**src/rtl/bpc_pkg.sv**
```systemverilog
// Shared types, constants and step functions of the background pixel compositor.
package bpc_pkg;

   // Field widths
   localparam int COORD_W  = 13;
   localparam int DIM_W    = 14;
   localparam int MARGIN_W = 12;
   localparam int PIX_W    = 32;
   localparam int CHAN_W   = 8;
   localparam int CSR_IDX_W = 3;
   localparam int REGION_W = 2;

   // Frame sizes above this saturate
   localparam int MAX_DIM = 8192;
   localparam logic [DIM_W-1:0] DIM_CAP = DIM_W'(MAX_DIM);

   // Signed bound width, distance and square-root widths
   localparam int LIM_W   = DIM_W + 1;
   localparam int DIST_W  = MARGIN_W;
   localparam int SQ_W    = 2 * DIST_W;
   localparam int SUM_W   = SQ_W + 1;
   localparam int ROOT_W  = (SUM_W + 1) / 2;
   localparam int REM_W   = SUM_W;
   localparam int RACC_W  = SUM_W + 1;
   localparam int ROOT_STEPS = ROOT_W;
   localparam int ROOT_TOP   = 2 * (ROOT_STEPS - 1);

   // Step divider for the alpha ramp
   localparam int DIV_STEPS = CHAN_W;

   // Iterations folded into one pipeline stage
   localparam int STEPS_PER_STAGE = 2;
   localparam int ROOT_STAGES = (ROOT_STEPS + STEPS_PER_STAGE - 1) / STEPS_PER_STAGE;

   // Register indexes of the configuration port
   typedef enum logic [CSR_IDX_W-1:0] {
      CSR_FRAME_WIDTH     = 3'd0,
      CSR_FRAME_HEIGHT    = 3'd1,
      CSR_MARGIN_WIDTH    = 3'd2,
      CSR_GRADIENT_WIDTH  = 3'd3,
      CSR_BG_COLOUR       = 3'd4,
      CSR_BACKDROP_COLOUR = 3'd5
   } csr_index_type;

   // Region codes on the result channel
   typedef enum logic [REGION_W-1:0] {
      REGION_OUTER = 2'd0,
      REGION_RING  = 2'd1,
      REGION_INNER = 2'd2
   } region_type;

   // Reset values of the configuration registers
   localparam logic [DIM_W-1:0] FRAME_WIDTH_RST  = 14'd1024;
   localparam logic [DIM_W-1:0] FRAME_HEIGHT_RST = 14'd768;

   typedef struct packed {
      logic [DIM_W-1:0]    frame_width;
      logic [DIM_W-1:0]    frame_height;
      logic [MARGIN_W-1:0] margin_width;
      logic [MARGIN_W-1:0] gradient_width;
      logic [PIX_W-1:0]    bg_colour;
      logic [PIX_W-1:0]    backdrop_colour;
   } cfg_type;

   // Frame bounds of one item, two's complement in LIM_W bits
   typedef struct packed {
      logic [LIM_W-1:0]    xm;
      logic [LIM_W-1:0]    ym;
      logic [LIM_W-1:0]    xn;
      logic [LIM_W-1:0]    yn;
      logic [MARGIN_W-1:0] n;
   } lim_type;

   // Per-item data that rides beside the square root
   typedef struct packed {
      logic [PIX_W-1:0]  pix;
      region_type        region;
      logic              corner;
      logic [DIST_W-1:0] lin_dist;
   } side_type;

   typedef struct packed {
      logic [REM_W-1:0]  rem;
      logic [RACC_W-1:0] root;
   } root_type;

   typedef struct packed {
      logic [MARGIN_W-1:0] rem;
      logic [CHAN_W-1:0]   quo;
   } div_type;

   // One digit of the floor square root; k counts from the top pair of bits
   function automatic root_type root_step(input root_type s, input int k);
      logic [RACC_W-1:0] bitv;
      logic [RACC_W-1:0] trial;
      root_type          r;
      bitv  = RACC_W'(1) << (ROOT_TOP - 2 * k);
      trial = s.root + bitv;
      if ({1'b0, s.rem} >= trial) begin
         r.rem  = s.rem - trial[REM_W-1:0];
         r.root = (s.root >> 1) + bitv;
      end else begin
         r.rem  = s.rem;
         r.root = s.root >> 1;
      end
      return r;
   endfunction

   // One quotient bit of a restoring divide; k counts from the top bit
   function automatic div_type div_step(input div_type s, input logic [CHAN_W-1:0] num,
                                        input logic [MARGIN_W-1:0] den, input int k);
      logic [MARGIN_W:0]     trial;
      logic [CHAN_W-1:0]     qbit;
      div_type               r;
      qbit  = CHAN_W'(1) << (DIV_STEPS - 1 - k);
      trial = {s.rem, |(num & qbit)};
      if (trial >= {1'b0, den}) begin
         r.rem = MARGIN_W'(trial - {1'b0, den});
         r.quo = s.quo | qbit;
      end else begin
         r.rem = trial[MARGIN_W-1:0];
         r.quo = s.quo;
      end
      return r;
   endfunction

endpackage

```
**src/rtl/bpc_req_if.sv**
```systemverilog
// Input channel: pixel coordinate and sampled source pixel.
interface bpc_req_if import bpc_pkg::*; ();
   logic                valid;
   logic                ready;
   logic [COORD_W-1:0]  pixel_x;
   logic [COORD_W-1:0]  pixel_y;
   logic [PIX_W-1:0]    src_pixel;
   logic                src_outside;

   modport source (output valid, pixel_x, pixel_y, src_pixel, src_outside, input ready);
   modport sink (input valid, pixel_x, pixel_y, src_pixel, src_outside, output ready);
endinterface

```
**src/rtl/bpc_rsp_if.sv**
```systemverilog
// Result channel: composited pixel and its region code.
interface bpc_rsp_if import bpc_pkg::*; ();
   logic                valid;
   logic                ready;
   logic [PIX_W-1:0]    out_pixel;
   logic [REGION_W-1:0] region;

   modport source (output valid, out_pixel, region, input ready);
   modport sink (input valid, out_pixel, region, output ready);
endinterface

```
**src/rtl/bpc_csr_if.sv**
```systemverilog
// Configuration write channel: register index and write data.
interface bpc_csr_if import bpc_pkg::*; ();
   logic                 valid;
   logic                 ready;
   logic [CSR_IDX_W-1:0] index;
   logic [PIX_W-1:0]     data;

   modport source (output valid, index, data, input ready);
   modport sink (input valid, index, data, output ready);
endinterface

```
**src/rtl/bpc_csr.sv**
```systemverilog
// Configuration register file of the compositor.
module bpc_csr import bpc_pkg::*; (
   input  logic                 clock,
   input  logic                 reset,
   input  logic                 wr_en,
   input  logic [CSR_IDX_W-1:0] wr_index,
   input  logic [PIX_W-1:0]     wr_data,
   output cfg_type              cfg
);

   cfg_type cfg_ff;
   cfg_type cfg_in;

   // Decode the write; drop unknown indexes
   always_comb begin
      cfg_in = cfg_ff;
      if (wr_en) begin
         case (csr_index_type'(wr_index))
            CSR_FRAME_WIDTH:     cfg_in.frame_width     = wr_data[DIM_W-1:0];
            CSR_FRAME_HEIGHT:    cfg_in.frame_height    = wr_data[DIM_W-1:0];
            CSR_MARGIN_WIDTH:    cfg_in.margin_width    = wr_data[MARGIN_W-1:0];
            CSR_GRADIENT_WIDTH:  cfg_in.gradient_width  = wr_data[MARGIN_W-1:0];
            CSR_BG_COLOUR:       cfg_in.bg_colour       = wr_data;
            CSR_BACKDROP_COLOUR: cfg_in.backdrop_colour = wr_data;
            default:             cfg_in = cfg_ff;
         endcase
      end
   end

   always_ff @(posedge clock) begin
      if (reset) begin
         cfg_ff.frame_width     <= FRAME_WIDTH_RST;
         cfg_ff.frame_height    <= FRAME_HEIGHT_RST;
         cfg_ff.margin_width    <= '0;
         cfg_ff.gradient_width  <= '0;
         cfg_ff.bg_colour       <= '0;
         cfg_ff.backdrop_colour <= '0;
      end else begin
         cfg_ff <= cfg_in;
      end
   end

   assign cfg = cfg_ff;

endmodule

```
**src/rtl/bpc_front.sv**
```systemverilog
// Front stages: capture, frame bounds, region sort, squares and their sum.
module bpc_front import bpc_pkg::*; (
   input  logic               clock,
   input  logic               reset,
   input  logic               en,
   input  logic               in_valid,
   input  logic [COORD_W-1:0] pixel_x,
   input  logic [COORD_W-1:0] pixel_y,
   input  logic [PIX_W-1:0]   src_pixel,
   input  logic               src_outside,
   input  cfg_type            cfg,
   output logic               out_valid,
   output logic [SUM_W-1:0]   out_sum,
   output side_type           out_side
);

   // Stage A: input capture
   logic               a_v_ff;
   logic [COORD_W-1:0] a_x_ff;
   logic [COORD_W-1:0] a_y_ff;
   logic [PIX_W-1:0]   a_src_ff;
   logic               a_out_ff;

   // Stage B: source pixel and frame bounds
   logic               b_v_ff;
   logic [COORD_W-1:0] b_x_ff;
   logic [COORD_W-1:0] b_y_ff;
   logic [PIX_W-1:0]   b_pix_ff;
   logic [PIX_W-1:0]   b_pix_in;
   lim_type            b_lim_ff;
   lim_type            b_lim_in;

   // Stage C: region and edge distances
   logic              c_v_ff;
   logic [DIST_W-1:0] c_dx_ff;
   logic [DIST_W-1:0] c_dy_ff;
   logic [DIST_W-1:0] c_dx_in;
   logic [DIST_W-1:0] c_dy_in;
   side_type          c_side_ff;
   side_type          c_side_in;

   // Stage D: squares
   logic            d_v_ff;
   logic [SQ_W-1:0] d_sqx_ff;
   logic [SQ_W-1:0] d_sqy_ff;
   logic [SQ_W-1:0] d_sqx_in;
   logic [SQ_W-1:0] d_sqy_in;
   side_type        d_side_ff;

   // Stage E: sum of squares
   logic             e_v_ff;
   logic [SUM_W-1:0] e_sum_ff;
   logic [SUM_W-1:0] e_sum_in;
   side_type         e_side_ff;

   logic [DIM_W-1:0]    w;
   logic [DIM_W-1:0]    h;
   logic [MARGIN_W-1:0] n;
   logic [LIM_W-1:0]    xs;
   logic [LIM_W-1:0]    ys;
   logic [LIM_W-1:0]    dxa;
   logic [LIM_W-1:0]    dya;
   logic                in_x;
   logic                in_y;
   logic                ring;

   // Stage B: pick the source, saturate the frame and form the bounds
   always_comb begin
      b_pix_in = a_out_ff ? cfg.backdrop_colour : a_src_ff;
      w = (cfg.frame_width  > DIM_CAP) ? DIM_CAP : cfg.frame_width;
      h = (cfg.frame_height > DIM_CAP) ? DIM_CAP : cfg.frame_height;
      n = (cfg.margin_width > cfg.gradient_width) ?
          MARGIN_W'(cfg.margin_width - cfg.gradient_width) : '0;
      b_lim_in.xm = LIM_W'(w) - LIM_W'(cfg.margin_width);
      b_lim_in.ym = LIM_W'(h) - LIM_W'(cfg.margin_width);
      b_lim_in.xn = LIM_W'(w) - LIM_W'(n);
      b_lim_in.yn = LIM_W'(h) - LIM_W'(n);
      b_lim_in.n  = n;
   end

   // Stage C: sort into regions and measure distance to the inner box
   always_comb begin
      xs   = LIM_W'(b_x_ff);
      ys   = LIM_W'(b_y_ff);
      in_x = (COORD_W'(cfg.margin_width) <= b_x_ff) && ($signed(xs) < $signed(b_lim_ff.xm));
      in_y = (COORD_W'(cfg.margin_width) <= b_y_ff) && ($signed(ys) < $signed(b_lim_ff.ym));
      ring = (cfg.gradient_width != '0) &&
             (COORD_W'(b_lim_ff.n) <= b_x_ff) && ($signed(xs) < $signed(b_lim_ff.xn)) &&
             (COORD_W'(b_lim_ff.n) <= b_y_ff) && ($signed(ys) < $signed(b_lim_ff.yn));
      dxa = (b_x_ff < COORD_W'(cfg.margin_width)) ?
            (LIM_W'(cfg.margin_width) - xs) : (xs - b_lim_ff.xm);
      dya = (b_y_ff < COORD_W'(cfg.margin_width)) ?
            (LIM_W'(cfg.margin_width) - ys) : (ys - b_lim_ff.ym);
      c_dx_in = dxa[LIM_W-1] ? '0 : dxa[DIST_W-1:0];
      c_dy_in = dya[LIM_W-1] ? '0 : dya[DIST_W-1:0];
      c_side_in.pix      = b_pix_ff;
      c_side_in.corner   = !in_x && !in_y;
      c_side_in.lin_dist = in_x ? c_dy_in : c_dx_in;
      if (in_x && in_y) begin
         c_side_in.region = REGION_INNER;
      end else if (ring) begin
         c_side_in.region = REGION_RING;
      end else begin
         c_side_in.region = REGION_OUTER;
      end
   end

   // Stages D and E: squares, then their sum
   assign d_sqx_in = SQ_W'(c_dx_ff) * SQ_W'(c_dx_ff);
   assign d_sqy_in = SQ_W'(c_dy_ff) * SQ_W'(c_dy_ff);
   assign e_sum_in = SUM_W'(d_sqx_ff) + SUM_W'(d_sqy_ff);

   // Advance valid bits
   always_ff @(posedge clock) begin
      if (reset) begin
         a_v_ff <= 1'b0;
         b_v_ff <= 1'b0;
         c_v_ff <= 1'b0;
         d_v_ff <= 1'b0;
         e_v_ff <= 1'b0;
      end else if (en) begin
         a_v_ff <= in_valid;
         b_v_ff <= a_v_ff;
         c_v_ff <= b_v_ff;
         d_v_ff <= c_v_ff;
         e_v_ff <= d_v_ff;
      end
   end

   // Advance payload; hold on stall
   always_ff @(posedge clock) begin
      if (en) begin
         a_x_ff    <= pixel_x;
         a_y_ff    <= pixel_y;
         a_src_ff  <= src_pixel;
         a_out_ff  <= src_outside;
         b_x_ff    <= a_x_ff;
         b_y_ff    <= a_y_ff;
         b_pix_ff  <= b_pix_in;
         b_lim_ff  <= b_lim_in;
         c_dx_ff   <= c_dx_in;
         c_dy_ff   <= c_dy_in;
         c_side_ff <= c_side_in;
         d_sqx_ff  <= d_sqx_in;
         d_sqy_ff  <= d_sqy_in;
         d_side_ff <= c_side_ff;
         e_sum_ff  <= e_sum_in;
         e_side_ff <= d_side_ff;
      end
   end

   assign out_valid = e_v_ff;
   assign out_sum   = e_sum_ff;
   assign out_side  = e_side_ff;

endmodule

```
**src/rtl/bpc_root.sv**
```systemverilog
// Pipelined floor square root, with the alpha ramp step divide alongside.
module bpc_root import bpc_pkg::*; (
   input  logic              clock,
   input  logic              reset,
   input  logic              en,
   input  cfg_type           cfg,
   input  logic              in_valid,
   input  logic [SUM_W-1:0]  in_sum,
   input  side_type          in_side,
   output logic              out_valid,
   output logic [ROOT_W-1:0] out_root,
   output logic [CHAN_W-1:0] out_step,
   output side_type          out_side
);

   logic [ROOT_STAGES-1:0] v_ff;
   logic [ROOT_STAGES-1:0] v_in;
   root_type               rt_ff  [ROOT_STAGES];
   root_type               rt_in  [ROOT_STAGES];
   root_type               rt_src [ROOT_STAGES];
   div_type                dv_ff  [ROOT_STAGES];
   div_type                dv_in  [ROOT_STAGES];
   div_type                dv_src [ROOT_STAGES];
   side_type               sd_ff  [ROOT_STAGES];
   side_type               sd_in  [ROOT_STAGES];
   logic [CHAN_W-1:0]      num;

   // Ramp span: room left above the background alpha
   assign num = CHAN_W'(8'd255 - cfg.bg_colour[PIX_W-1 -: CHAN_W]);

   // Each stage runs up to two root digits and two quotient bits
   always_comb begin
      rt_src[0].rem  = in_sum;
      rt_src[0].root = '0;
      dv_src[0]      = '0;
      sd_in[0]       = in_side;
      for (int s = 1; s < ROOT_STAGES; s++) begin
         rt_src[s] = rt_ff[s-1];
         dv_src[s] = dv_ff[s-1];
         sd_in[s]  = sd_ff[s-1];
      end
      for (int s = 0; s < ROOT_STAGES; s++) begin
         rt_in[s] = rt_src[s];
         dv_in[s] = dv_src[s];
         for (int j = 0; j < STEPS_PER_STAGE; j++) begin
            if (s * STEPS_PER_STAGE + j < ROOT_STEPS) begin
               rt_in[s] = root_step(rt_in[s], s * STEPS_PER_STAGE + j);
            end
            if (s * STEPS_PER_STAGE + j < DIV_STEPS) begin
               dv_in[s] = div_step(dv_in[s], num, cfg.gradient_width,
                                   s * STEPS_PER_STAGE + j);
            end
         end
      end
   end

   assign v_in = {v_ff[ROOT_STAGES-2:0], in_valid};

   // Advance valid bits
   always_ff @(posedge clock) begin
      if (reset) begin
         v_ff <= '0;
      end else if (en) begin
         v_ff <= v_in;
      end
   end

   // Advance payload; hold on stall
   always_ff @(posedge clock) begin
      if (en) begin
         rt_ff <= rt_in;
         dv_ff <= dv_in;
         sd_ff <= sd_in;
      end
   end

   assign out_valid = v_ff[ROOT_STAGES-1];
   assign out_root  = rt_ff[ROOT_STAGES-1].root[ROOT_W-1:0];
   assign out_step  = dv_ff[ROOT_STAGES-1].quo;
   assign out_side  = sd_ff[ROOT_STAGES-1];

endmodule

```
**src/rtl/bpc_blend.sv**
```systemverilog
// Back stages: ring alpha, channel weights and the alpha blend.
module bpc_blend import bpc_pkg::*; (
   input  logic              clock,
   input  logic              reset,
   input  logic              en,
   input  cfg_type           cfg,
   input  logic              in_valid,
   input  logic [ROOT_W-1:0] in_root,
   input  logic [CHAN_W-1:0] in_step,
   input  side_type          in_side,
   output logic              out_valid,
   output logic [PIX_W-1:0]  out_pixel,
   output region_type        out_region
);

   localparam int NCH = 3;

   // Stage F: distance test and ramp product
   logic              f_v_ff;
   logic              f_blend_ff;
   logic              f_blend_in;
   logic [CHAN_W-1:0] f_prod_ff;
   logic [CHAN_W-1:0] f_prod_in;
   logic [PIX_W-1:0]  f_pix_ff;
   region_type        f_region_ff;

   // Stage G: weighted channels
   logic                      g_v_ff;
   logic                      g_blend_ff;
   logic [PIX_W-1:0]          g_pix_ff;
   region_type                g_region_ff;
   logic [NCH-1:0][15:0]      g_pf_ff;
   logic [NCH-1:0][15:0]      g_pf_in;
   logic [NCH-1:0][16:0]      g_pb_ff;
   logic [NCH-1:0][16:0]      g_pb_in;

   // Stage H: result
   logic             h_v_ff;
   logic [PIX_W-1:0] h_pix_ff;
   logic [PIX_W-1:0] h_pix_in;
   region_type       h_region_ff;

   logic [ROOT_W-1:0]   ring_dist;
   logic [2*CHAN_W-1:0] prod_full;
   logic                in_reach;
   logic [CHAN_W-1:0]   bg_alpha;
   logic [CHAN_W-1:0]   alpha;
   logic [CHAN_W-1:0]   wf;
   logic [CHAN_W:0]     wb;
   logic [16:0]         csum [NCH];

   assign bg_alpha = cfg.bg_colour[PIX_W-1 -: CHAN_W];

   // Stage F: pick the distance, test it against the ring width
   always_comb begin
      ring_dist  = in_side.corner ? in_root : ROOT_W'(in_side.lin_dist);
      in_reach   = ring_dist <= ROOT_W'(cfg.gradient_width);
      prod_full  = (2*CHAN_W)'(in_step) * (2*CHAN_W)'(ring_dist[CHAN_W-1:0]);
      f_prod_in  = prod_full[CHAN_W-1:0];
      f_blend_in = (in_side.region == REGION_INNER) ||
                   ((in_side.region == REGION_RING) && in_reach);
   end

   // Stage G: blend weights times each channel
   always_comb begin
      alpha = (f_region_ff == REGION_INNER) ? bg_alpha : CHAN_W'(bg_alpha + f_prod_ff);
      wf    = CHAN_W'(8'd255 - alpha);
      wb    = (CHAN_W+1)'(alpha) + 9'd1;
      for (int c = 0; c < NCH; c++) begin
         g_pf_in[c] = 16'(wf) * 16'(cfg.bg_colour[8*c +: 8]);
         g_pb_in[c] = 17'(wb) * 17'(f_pix_ff[8*c +: 8]);
      end
   end

   // Stage H: sum, scale down and select pass-through
   always_comb begin
      h_pix_in = g_pix_ff;
      for (int c = 0; c < NCH; c++) begin
         csum[c] = 17'(g_pf_ff[c]) + g_pb_ff[c];
      end
      if (g_blend_ff) begin
         h_pix_in = {8'h00, csum[2][15:8], csum[1][15:8], csum[0][15:8]};
      end
   end

   // Advance valid bits
   always_ff @(posedge clock) begin
      if (reset) begin
         f_v_ff <= 1'b0;
         g_v_ff <= 1'b0;
         h_v_ff <= 1'b0;
      end else if (en) begin
         f_v_ff <= in_valid;
         g_v_ff <= f_v_ff;
         h_v_ff <= g_v_ff;
      end
   end

   // Advance payload; hold on stall
   always_ff @(posedge clock) begin
      if (en) begin
         f_blend_ff  <= f_blend_in;
         f_prod_ff   <= f_prod_in;
         f_pix_ff    <= in_side.pix;
         f_region_ff <= in_side.region;
         g_blend_ff  <= f_blend_ff;
         g_pix_ff    <= f_pix_ff;
         g_region_ff <= f_region_ff;
         g_pf_ff     <= g_pf_in;
         g_pb_ff     <= g_pb_in;
         h_pix_ff    <= h_pix_in;
         h_region_ff <= g_region_ff;
      end
   end

   assign out_valid  = h_v_ff;
   assign out_pixel  = h_pix_ff;
   assign out_region = h_region_ff;

endmodule

```
**src/rtl/background_pixel_compositor_core.sv**
```systemverilog
// Top level of the background pixel compositor: pipeline, output register and skid.
//
// Usage:
//   req_chan carries one pixel per transfer: pixel_x, pixel_y, the sampled
//   ARGB src_pixel and src_outside, which swaps in the backdrop colour.
//   rsp_chan returns one result per pixel, in order: out_pixel and region
//   (outer band, gradient ring, inner box).
//   csr_chan writes the six configuration registers by index; it is always
//   ready. Write it only while no pixel is in flight.
// Timing:
//   One pixel is taken per cycle while req_chan.ready is high. Each input
//   passes five front stages, seven square-root stages (up to two digits
//   each) and three blend stages, then the output register, to rsp_chan.
// Reset:
//   Synchronous. Clears all valid bits, so the pipeline comes up empty, and
//   loads frame 1024 x 768 with all other configuration registers zero.
// Stall:
//   When rsp_chan stalls, one more result lands in a skid register; after
//   that req_chan.ready drops and the whole pipeline holds until the skid
//   drains. No item is dropped or repeated.
module background_pixel_compositor_core import bpc_pkg::*; (
   input  logic            clock,
   input  logic            reset,
   bpc_req_if.sink         req_chan,
   bpc_rsp_if.source       rsp_chan,
   bpc_csr_if.sink         csr_chan
);

   cfg_type           cfg;
   logic              en;

   logic              fr_valid;
   logic [SUM_W-1:0]  fr_sum;
   side_type          fr_side;

   logic              rt_valid;
   logic [ROOT_W-1:0] rt_root;
   logic [CHAN_W-1:0] rt_step;
   side_type          rt_side;

   logic              bl_valid;
   logic [PIX_W-1:0]  bl_pixel;
   region_type        bl_region;

   logic              out_v_ff;
   logic              out_v_in;
   logic [PIX_W-1:0]  out_pix_ff;
   logic [PIX_W-1:0]  out_pix_in;
   region_type        out_reg_ff;
   region_type        out_reg_in;
   logic              skid_v_ff;
   logic              skid_v_in;
   logic [PIX_W-1:0]  skid_pix_ff;
   logic [PIX_W-1:0]  skid_pix_in;
   region_type        skid_reg_ff;
   region_type        skid_reg_in;
   logic              push;

   // Pipeline moves while the skid register is empty
   assign en             = !skid_v_ff;
   assign req_chan.ready = en;
   assign csr_chan.ready = 1'b1;

   bpc_csr u_csr (
      .clock    (clock),
      .reset    (reset),
      .wr_en    (csr_chan.valid),
      .wr_index (csr_chan.index),
      .wr_data  (csr_chan.data),
      .cfg      (cfg)
   );

   bpc_front u_front (
      .clock       (clock),
      .reset       (reset),
      .en          (en),
      .in_valid    (req_chan.valid),
      .pixel_x     (req_chan.pixel_x),
      .pixel_y     (req_chan.pixel_y),
      .src_pixel   (req_chan.src_pixel),
      .src_outside (req_chan.src_outside),
      .cfg         (cfg),
      .out_valid   (fr_valid),
      .out_sum     (fr_sum),
      .out_side    (fr_side)
   );

   bpc_root u_root (
      .clock     (clock),
      .reset     (reset),
      .en        (en),
      .cfg       (cfg),
      .in_valid  (fr_valid),
      .in_sum    (fr_sum),
      .in_side   (fr_side),
      .out_valid (rt_valid),
      .out_root  (rt_root),
      .out_step  (rt_step),
      .out_side  (rt_side)
   );

   bpc_blend u_blend (
      .clock      (clock),
      .reset      (reset),
      .en         (en),
      .cfg        (cfg),
      .in_valid   (rt_valid),
      .in_root    (rt_root),
      .in_step    (rt_step),
      .in_side    (rt_side),
      .out_valid  (bl_valid),
      .out_pixel  (bl_pixel),
      .out_region (bl_region)
   );

   // Output register with skid: refill from skid first, else from the pipeline
   assign push = en && bl_valid;

   always_comb begin
      out_v_in    = out_v_ff;
      out_pix_in  = out_pix_ff;
      out_reg_in  = out_reg_ff;
      skid_v_in   = skid_v_ff;
      skid_pix_in = skid_pix_ff;
      skid_reg_in = skid_reg_ff;
      if (!out_v_ff || rsp_chan.ready) begin
         if (skid_v_ff) begin
            out_v_in   = 1'b1;
            out_pix_in = skid_pix_ff;
            out_reg_in = skid_reg_ff;
            skid_v_in  = 1'b0;
         end else begin
            out_v_in   = push;
            out_pix_in = bl_pixel;
            out_reg_in = bl_region;
         end
      end else if (push) begin
         skid_v_in   = 1'b1;
         skid_pix_in = bl_pixel;
         skid_reg_in = bl_region;
      end
   end

   always_ff @(posedge clock) begin
      if (reset) begin
         out_v_ff  <= 1'b0;
         skid_v_ff <= 1'b0;
      end else begin
         out_v_ff  <= out_v_in;
         skid_v_ff <= skid_v_in;
      end
   end

   always_ff @(posedge clock) begin
      out_pix_ff  <= out_pix_in;
      out_reg_ff  <= out_reg_in;
      skid_pix_ff <= skid_pix_in;
      skid_reg_ff <= skid_reg_in;
   end

   assign rsp_chan.valid     = out_v_ff;
   assign rsp_chan.out_pixel = out_pix_ff;
   assign rsp_chan.region    = out_reg_ff;

   // Skid fills only behind a held result
   a_skid_fill: assert property (@(posedge clock) disable iff (reset)
      $rose(skid_v_ff) |-> $past(rsp_chan.valid && !rsp_chan.ready))
      else $error("skid register filled without a stalled result");

   // A full skid always sits behind a presented result
   a_skid_order: assert property (@(posedge clock) disable iff (reset)
      skid_v_ff |-> rsp_chan.valid)
      else $error("skid register holds data while the output is empty");

   // Inner box results are blended, so their alpha byte is clear
   a_inner_alpha: assert property (@(posedge clock) disable iff (reset)
      (rsp_chan.valid && (rsp_chan.region == REGION_INNER)) |->
         (rsp_chan.out_pixel[31:24] == 8'h00))
      else $error("inner box result with nonzero alpha byte");

endmodule
```
**src/flat_wrapper.sv**
```systemverilog
// flat-port wrapper written by rule: the top's interface ports become plain ports
module background_pixel_compositor_core_flat import bpc_pkg::*;
  (clock, reset, req_chan_valid, req_chan_pixel_x, req_chan_pixel_y, req_chan_src_pixel, req_chan_src_outside, req_chan_ready, rsp_chan_valid, rsp_chan_out_pixel, rsp_chan_region, rsp_chan_ready, csr_chan_valid, csr_chan_index, csr_chan_data, csr_chan_ready);
  bpc_req_if req_chan_i ();
  bpc_rsp_if rsp_chan_i ();
  bpc_csr_if csr_chan_i ();
  input  logic clock;
  input  logic reset;
  input wire logic [$bits(req_chan_i.valid)-1:0] req_chan_valid;
  input wire logic [$bits(req_chan_i.pixel_x)-1:0] req_chan_pixel_x;
  input wire logic [$bits(req_chan_i.pixel_y)-1:0] req_chan_pixel_y;
  input wire logic [$bits(req_chan_i.src_pixel)-1:0] req_chan_src_pixel;
  input wire logic [$bits(req_chan_i.src_outside)-1:0] req_chan_src_outside;
  output wire logic [$bits(req_chan_i.ready)-1:0] req_chan_ready;
  output wire logic [$bits(rsp_chan_i.valid)-1:0] rsp_chan_valid;
  output wire logic [$bits(rsp_chan_i.out_pixel)-1:0] rsp_chan_out_pixel;
  output wire logic [$bits(rsp_chan_i.region)-1:0] rsp_chan_region;
  input wire logic [$bits(rsp_chan_i.ready)-1:0] rsp_chan_ready;
  input wire logic [$bits(csr_chan_i.valid)-1:0] csr_chan_valid;
  input wire logic [$bits(csr_chan_i.index)-1:0] csr_chan_index;
  input wire logic [$bits(csr_chan_i.data)-1:0] csr_chan_data;
  output wire logic [$bits(csr_chan_i.ready)-1:0] csr_chan_ready;
  assign req_chan_i.valid = req_chan_valid;
  assign req_chan_i.pixel_x = req_chan_pixel_x;
  assign req_chan_i.pixel_y = req_chan_pixel_y;
  assign req_chan_i.src_pixel = req_chan_src_pixel;
  assign req_chan_i.src_outside = req_chan_src_outside;
  assign req_chan_ready = req_chan_i.ready;
  assign rsp_chan_valid = rsp_chan_i.valid;
  assign rsp_chan_out_pixel = rsp_chan_i.out_pixel;
  assign rsp_chan_region = rsp_chan_i.region;
  assign rsp_chan_i.ready = rsp_chan_ready;
  assign csr_chan_i.valid = csr_chan_valid;
  assign csr_chan_i.index = csr_chan_index;
  assign csr_chan_i.data = csr_chan_data;
  assign csr_chan_ready = csr_chan_i.ready;
  background_pixel_compositor_core u_core (.clock(clock), .reset(reset), .req_chan(req_chan_i), .rsp_chan(rsp_chan_i), .csr_chan(csr_chan_i));
endmodule
```
**config.mk**
```make
export PLATFORM = sky130hd
export DESIGN_NAME = background_pixel_compositor_core_flat
export DESIGN_NICKNAME = d
export VERILOG_FILES = /design/src/rtl/bpc_pkg.sv /design/src/rtl/bpc_req_if.sv /design/src/rtl/bpc_rsp_if.sv /design/src/rtl/bpc_csr_if.sv /design/src/rtl/bpc_csr.sv /design/src/rtl/bpc_front.sv /design/src/rtl/bpc_root.sv /design/src/rtl/bpc_blend.sv /design/src/rtl/background_pixel_compositor_core.sv /design/src/flat_wrapper.sv
export SDC_FILE = /design/constraint.sdc
export NUM_CORES = 2
export LEC_CHECK = 0
export BUFFER_PORTS_ARGS = -buffer_cell sky130_fd_sc_hd__buf_2
export CAP_MARGIN = 20
export CORE_ASPECT_RATIO = 1.1
export CORE_MARGIN = 1.5
export CORE_UTILIZATION = 60
export CTS_BUF_LIST = sky130_fd_sc_hd__clkbuf_4
export CTS_CLUSTER_DIAMETER = 100
export DETAILED_ROUTE_END_ITERATION = 6
export GPL_TIMING_DRIVEN = 0
export MAX_ROUTING_LAYER = met4
export PLACE_DENSITY = 0.8
export SYNTH_ARGS = -nofsm -noshare
export SYNTH_HDL_FRONTEND = slang
export SYNTH_SLANG_ARGS = --single-unit
export TNS_END_PERCENT = 20
```
**constraint.sdc**
```tcl
create_clock -name clock -period 25.2 [get_ports clock]
set_input_delay 2.52 -clock clock [delete_from_list [all_inputs] [get_ports clock]]
set_output_delay 2.52 -clock clock [all_outputs]
set_load 0.05 [all_outputs]
```
-- Yosys cells after proc, flatten, opt, wreduce, memory -nomap -nowiden
Cells that the tools add are included.
- add/subtract/negate cells: 60
- multipliers: 9
- order comparisons: 35
- equality and inequality tests: 8
- multiplexer cells: 36
- bitwise operators: 1
- reduce and logical (&&, ||, !) cells: 26
- operator list (operator ; count):
    $mux W51 ; 12
    $ge A25 B26 Y1 ; 12
    $sub A25 B25 Y25 ; 11
    $mux W20 ; 7
    $ge A13 B12 Y1 ; 7
    $sub A12 B12 Y12 ; 7
    $mux W32 ; 2
    $lt A14 B15 Y1 ; 4
    $sub A14 B12 Y15 ; 4
    $le A12 B13 Y1 ; 4
    $add A16 B16 Y16 ; 3
    $mul A12 B12 Y24 ; 2
    $mul A8 B8 Y16 ; 3
    $mul A9 B8 Y16 ; 3
    $mux W12 ; 4
    $mux W15 ; 2
    $sub A13 B15 Y15 ; 2
    $gt A14 B14 Y1 const B ; 2
    $mux W14 ; 2
    $sub A12 B13 Y14 ; 2
    $add A25 B11 Y26 const B ; 1
    $add A25 B13 Y26 const B ; 1
    $add A25 B15 Y26 const B ; 1
    $add A25 B17 Y26 const B ; 1
    50 further kinds ; 76
- flip-flop bits (word level): 1576
- bits of input ports: 99
- output and inout port bits: 37
- logic and storage cells: 302

-- Depth between registers and ports, before layout
- depth in word-level cells: 6
- mapped depth: 29

-- Cells and area by module
A second synthesis with hierarchy kept.
- cell total of the unflattened synthesis: 7482
- area, all modules: 88902.8 µm²
- by module, submodules not included (module ; times used ; cells an instance ; area each (µm²)):
    bpc_root ; 1 ; 2264 ; 29868.6
    bpc_front ; 1 ; 2525 ; 29055.4
    bpc_blend ; 1 ; 2155 ; 22663.0
    bpc_csr ; 1 ; 422 ; 4640.7
    background_pixel_compositor_core ; 1 ; 116 ; 2675.1

-- Worst setup path before layout
OpenSTA, ideal clock, no wires.
- kind: reg-to-output
- from: register u_core.skid_v_ff
- to: output req_chan_ready
- arrival time: 24.958 ns
- data required time: 22.680 ns
- setup slack: -2.278 ns
- stages on the path, launching flop included: 4
- path buffers: 2
- cells stage by stage: dfxtp_1 -> clkbuf_1 -> buf_1 -> inv_1
- longest elaborated chain between the ends: 1
- RTL lines (item ; RTL line ; text):
    start: declaration ; background_pixel_compositor_core.sv:51 ; logic skid_v_ff;
    start signal: assignment ; background_pixel_compositor_core.sv:150 ; skid_v_ff <= skid_v_in;
    $logic_not A1 Y1 ; background_pixel_compositor_core.sv:60 ; assign en = !skid_v_ff;
    end: declaration ; flat_wrapper.sv:14 ; output wire logic [$bits(req_chan_i.ready)-1:0] req_chan_ready;
No other way between the ends.

==> summary.md <==
| Metric | Value |
|---|---|
| Critical path class | `flip-flop to flip-flop` |
| PwrDens | `121 nW/µm²` |
| Syn avg cell area | `11.8 µm²` |
| Asr flop ratio synth | `0%` |
| Final Instance Area | `94500 µm²` |
| Final wirelength | `187 mm` |
| Clk Latency, worst-skew pair | `1.38 ns` |
| CTS tree | `built` |
| Largest net degree at the start of global routing | `49` |
| Max_cap viols | `0` |
| Nets | `9120` |
| Syn_nets | `8578` |
| Slowest CP cell | `xnor2_1` |
| CTS buffer count | `366` |
| Post-synth top flop | `edfxtp_1` |
| Post_cts resized | `0` |
| DR iter-0 viols | `4523` |
| Fin. Hold Viols | `0` |
| Hold WS | `0.352 ns` |
| Post-DP Area | `89900 µm²` |
| Final Cycle Share | `35.8%` |
| Min Clock Period, post-route | `9.03 ns` |
| Worst-path clk slew | `0.07 ns` |
| WL/cell | `18.7 µm` |
| Layout area overhead | `9.60%` |
| Die height | `401 µm` |
| Worst Path Arrival | `10.09 ns` |
| Post-synth EDFFs | `1315` |
| Rows | `145` |
| Cells after Synth | `7287` |
| Vias/cell | `5.61` |
| Overall power | `11.4 mW` |
| Grt ovf | `0` |
| Synth area leader | `edfxtp_1` |
| Core Area | `142000 µm²` |
| CP Data Required Time | `26.26 ns` |
| Total track usage | `26.6%` |
| Sw Share | `39.2%` |
| Status | `finished, final reports clean` |
| Routability cong. | `0.918` |
| Root Buffer Master | `clkbuf_4` |
| Critical Path Max Stage Delay | `0.81 ns` |
| Crit-path max FO | `10` |
| VDD IR max | `0.000106 V` |
| Leak pwr | `42.4 nW` |
| HPWL after DPL | `141 mm` |
| Part of the power in registers | `33.1%` |
| IO Port Bufs | `133` |
| Sw power | `4.48 mW` |
| Clock skew | `0.171 ns` |
| Post-route ant nets | `0` |
| Via count | `56100` |
| Relative slew margins | `21.2%` |
| Cell Int Power | `6.96 mW` |
| H-tree levels | `5` |
| Fillers | `10400` |
| Die width | `364 µm` |
| Setup violations, final | `0` |
| Sink Count | `1448` |
| Commonest cells after routing, fill and taps aside | `edfxtp_1 (1315), inv_1 (833), ha_1 (776)` |
| Post-CTS Setup Bufs | `0` |
| Initial core utilization | `60.6%` |
| Dpl ws | `16.41 ns` |
| Maximum clock path buffer count | `4` |
| Buf/Inv on CP | `8` |
| Max-slew violations | `0` |
| RSZ-0062 raised after global routing | `no` |
| Hold bufs inserted after CTS | `0` |
| Crit path max-delay family | `adder cells` |
| DRT Pass-1 Iters | `6` |
| Drt drc | `0` |
| CP startpoint kind | `flip-flop` |
| Max Freq | `111 MHz` |
| Share of the synthesized area in the top cell type | `45.8%` |
| Synth warn | `0` |
| Register area share after synthesis | `48.9%` |
| Initial antenna violation count | `11` |
| First-pass GRT wire length | `296 mm` |
| Die area | `146000 µm²` |
| Worst Setup Slack, final | `16.17 ns` |
| Crit end category | `flip-flop` |
| Yosys reg bits | `1448` |
| Clock power frac | `16.8%` |
| Most common cell after layout, fill and taps aside | `edfxtp_1` |
| I/O pin cnt | `136` |
| Top cells by area, synth | `edfxtp_1 (46%), ha_1 (11%), fa_1 (9.7%)` |
| Worst Tran Pin Value | `1.18 ns` |
| Unique masters post-synth | `89` |
| Number of global-route vias before repair | `57200` |
| Layout cells sized above 1 | `11.8%` |
| Comb pwr share | `50.1%` |
| Hold crit path type | `flip-flop to flip-flop` |
| Synthesized area | `86200 µm²` |
## synth_stat cells, types with 54 or more instances
library cell / n
o21ai_0: 243
clkbuf_1: 145
inv_1: 834
nor3_1: 103
nand2_1: 634
a21oi_1: 376
nor2_1: 363
xnor2_1: 277
and2_1: 391
fa_1: 416
edfxtp_1: 1315
ha_1: 776
xor2_1: 105
mux2_2: 165
a21o_1: 94
nor2b_1: 131
nand4_1: 62
o21a_1: 71
a21boi_0: 56
and3_1: 54
dfxtp_1: 133
## kinds of logic after synthesis
logic type | count (synthesis) | synth area share, %
buffers and inverters | 1007 | 4.42
xor gates and xnor gates | 382 | 3.88
muxes | 215 | 2.74
AOI/OAI and AO/OA | 1054 | 7.65
DFF | 1448 | 48.9
other | 1 | 0.00435
adders and majority gates | 1192 | 20.9
and+or+nand+nor | 1988 | 11.5
## power groups by stage
stage                     logic, mW  registers [mW]  clock network, mW
after floorplan                4.31            3.76                  0
after detailed placement       5.65            3.83                  0
after global routing           6.42            3.84               2.10
after CTS                      5.72            3.79               1.98
after global placement         5.44            3.80                  0
final                          5.73            3.78               1.93
## metrics by stage
step           cells  TNS [ns]  utilization (%)
2_1_floorplan   7287         0                -
3_3_place_gp    9331  -2330.72             62.8
3_5_place_dp    9368         0             63.2
4_1_cts         9992         0             66.4
6_report       10000         0             66.4
5_1_grt        10000         0             66.4
## worst reg2reg max path, stage by stage (launching register included)
cell and delay (ns):
edfxtp_1 0.41, nor2b_1 0.15, clkbuf_1 0.37, mux2i_1 0.54, clkbuf_1 0.53, clkbuf_1 0.70, inv_1 0.12, ha_1 0.27
xnor2_1 0.81, clkbuf_1 0.49, nand2_1 0.14, fa_1 0.49, fa_1 0.55, inv_1 0.06, fa_1 0.56, inv_1 0.06
fa_1 0.53, inv_1 0.05, ha_1 0.32, a21boi_0 0.15, o21ai_0 0.28, a21boi_0 0.22, o21ai_0 0.29, a21oi_1 0.14
o21ai_0 0.18, nand2b_1 0.07, a21oi_1 0.25, xnor2_1 0.11
## routing by layer
| layer | track usage, % | vias up | wire (µm) |
|---|---|---|---|
| met2 | 42.6 | 1822 | 90300 |
| met5 | - | - | 0 |
| met3 | 4.92 | 423 | 12500 |
| met1 | 33.5 | 27200 | 77100 |
| li1 | - | 26600 | - |
| met4 | 10.6 | 0 | 6730 |
## registers in the layout (all words and copies together), names as in the netlist, 23 cells and up
name	count
u_core.u_blend.g_pf_ff	48
u_core.u_front.out_side	47
u_core.u_front.b_lim_ff	72
u_core.u_front.d_side_ff	47
u_core.u_blend.g_pix_ff	32
u_core.u_root.out_side	47
u_core.u_root.rt_ff	192
u_core.u_root.sd_ff	282
u_core.u_front.a_src_ff	32
u_core.u_blend.g_pb_ff	48
u_core.u_csr.cfg	116
u_core.u_front.d_sqy_ff	23
u_core.rsp_chan.out_pixel	32
u_core.u_front.c_side_ff	47
u_core.u_front.d_sqx_ff	23
u_core.u_blend.out_pixel	32
u_core.u_front.b_pix_ff	32
u_core.u_front.out_sum	25
u_core.u_root.dv_ff	72
u_core.u_blend.f_pix_ff	32
u_core.skid_pix_ff	32
## layout make-up
class                   count  area, µm²  share of cell area, %
flip-flops and latches   1448      42200                   44.6
inverters                 835       3140                   3.32
multi-input cells        4832      40300                   42.6
plain buffers             172        677                  0.716
well taps                1911       2390                   2.53
repair buffers            174       1350                   1.43
clock inverters           103        597                  0.632
clock buffers             521       3910                   4.14
diodes                      6       15.0                 0.0159
## final timing paths
kind	from	endpoint	slack (ns)	depth (start not counted)
max	u_core.u_blend.f_region_ff[1]	u_core.u_blend.g_pb_ff[32]	16.17	27
min	u_core.u_root.sd_ff[191]	u_core.u_root.sd_ff[144]	0.35	0
max reg2reg	u_core.u_blend.f_region_ff[1]	u_core.u_blend.g_pb_ff[32]	16.17	27
min reg2reg	u_core.u_root.sd_ff[191]	u_core.u_root.sd_ff[144]	0.35	0
Note: power is estimated with default switching activity, not from simulation.
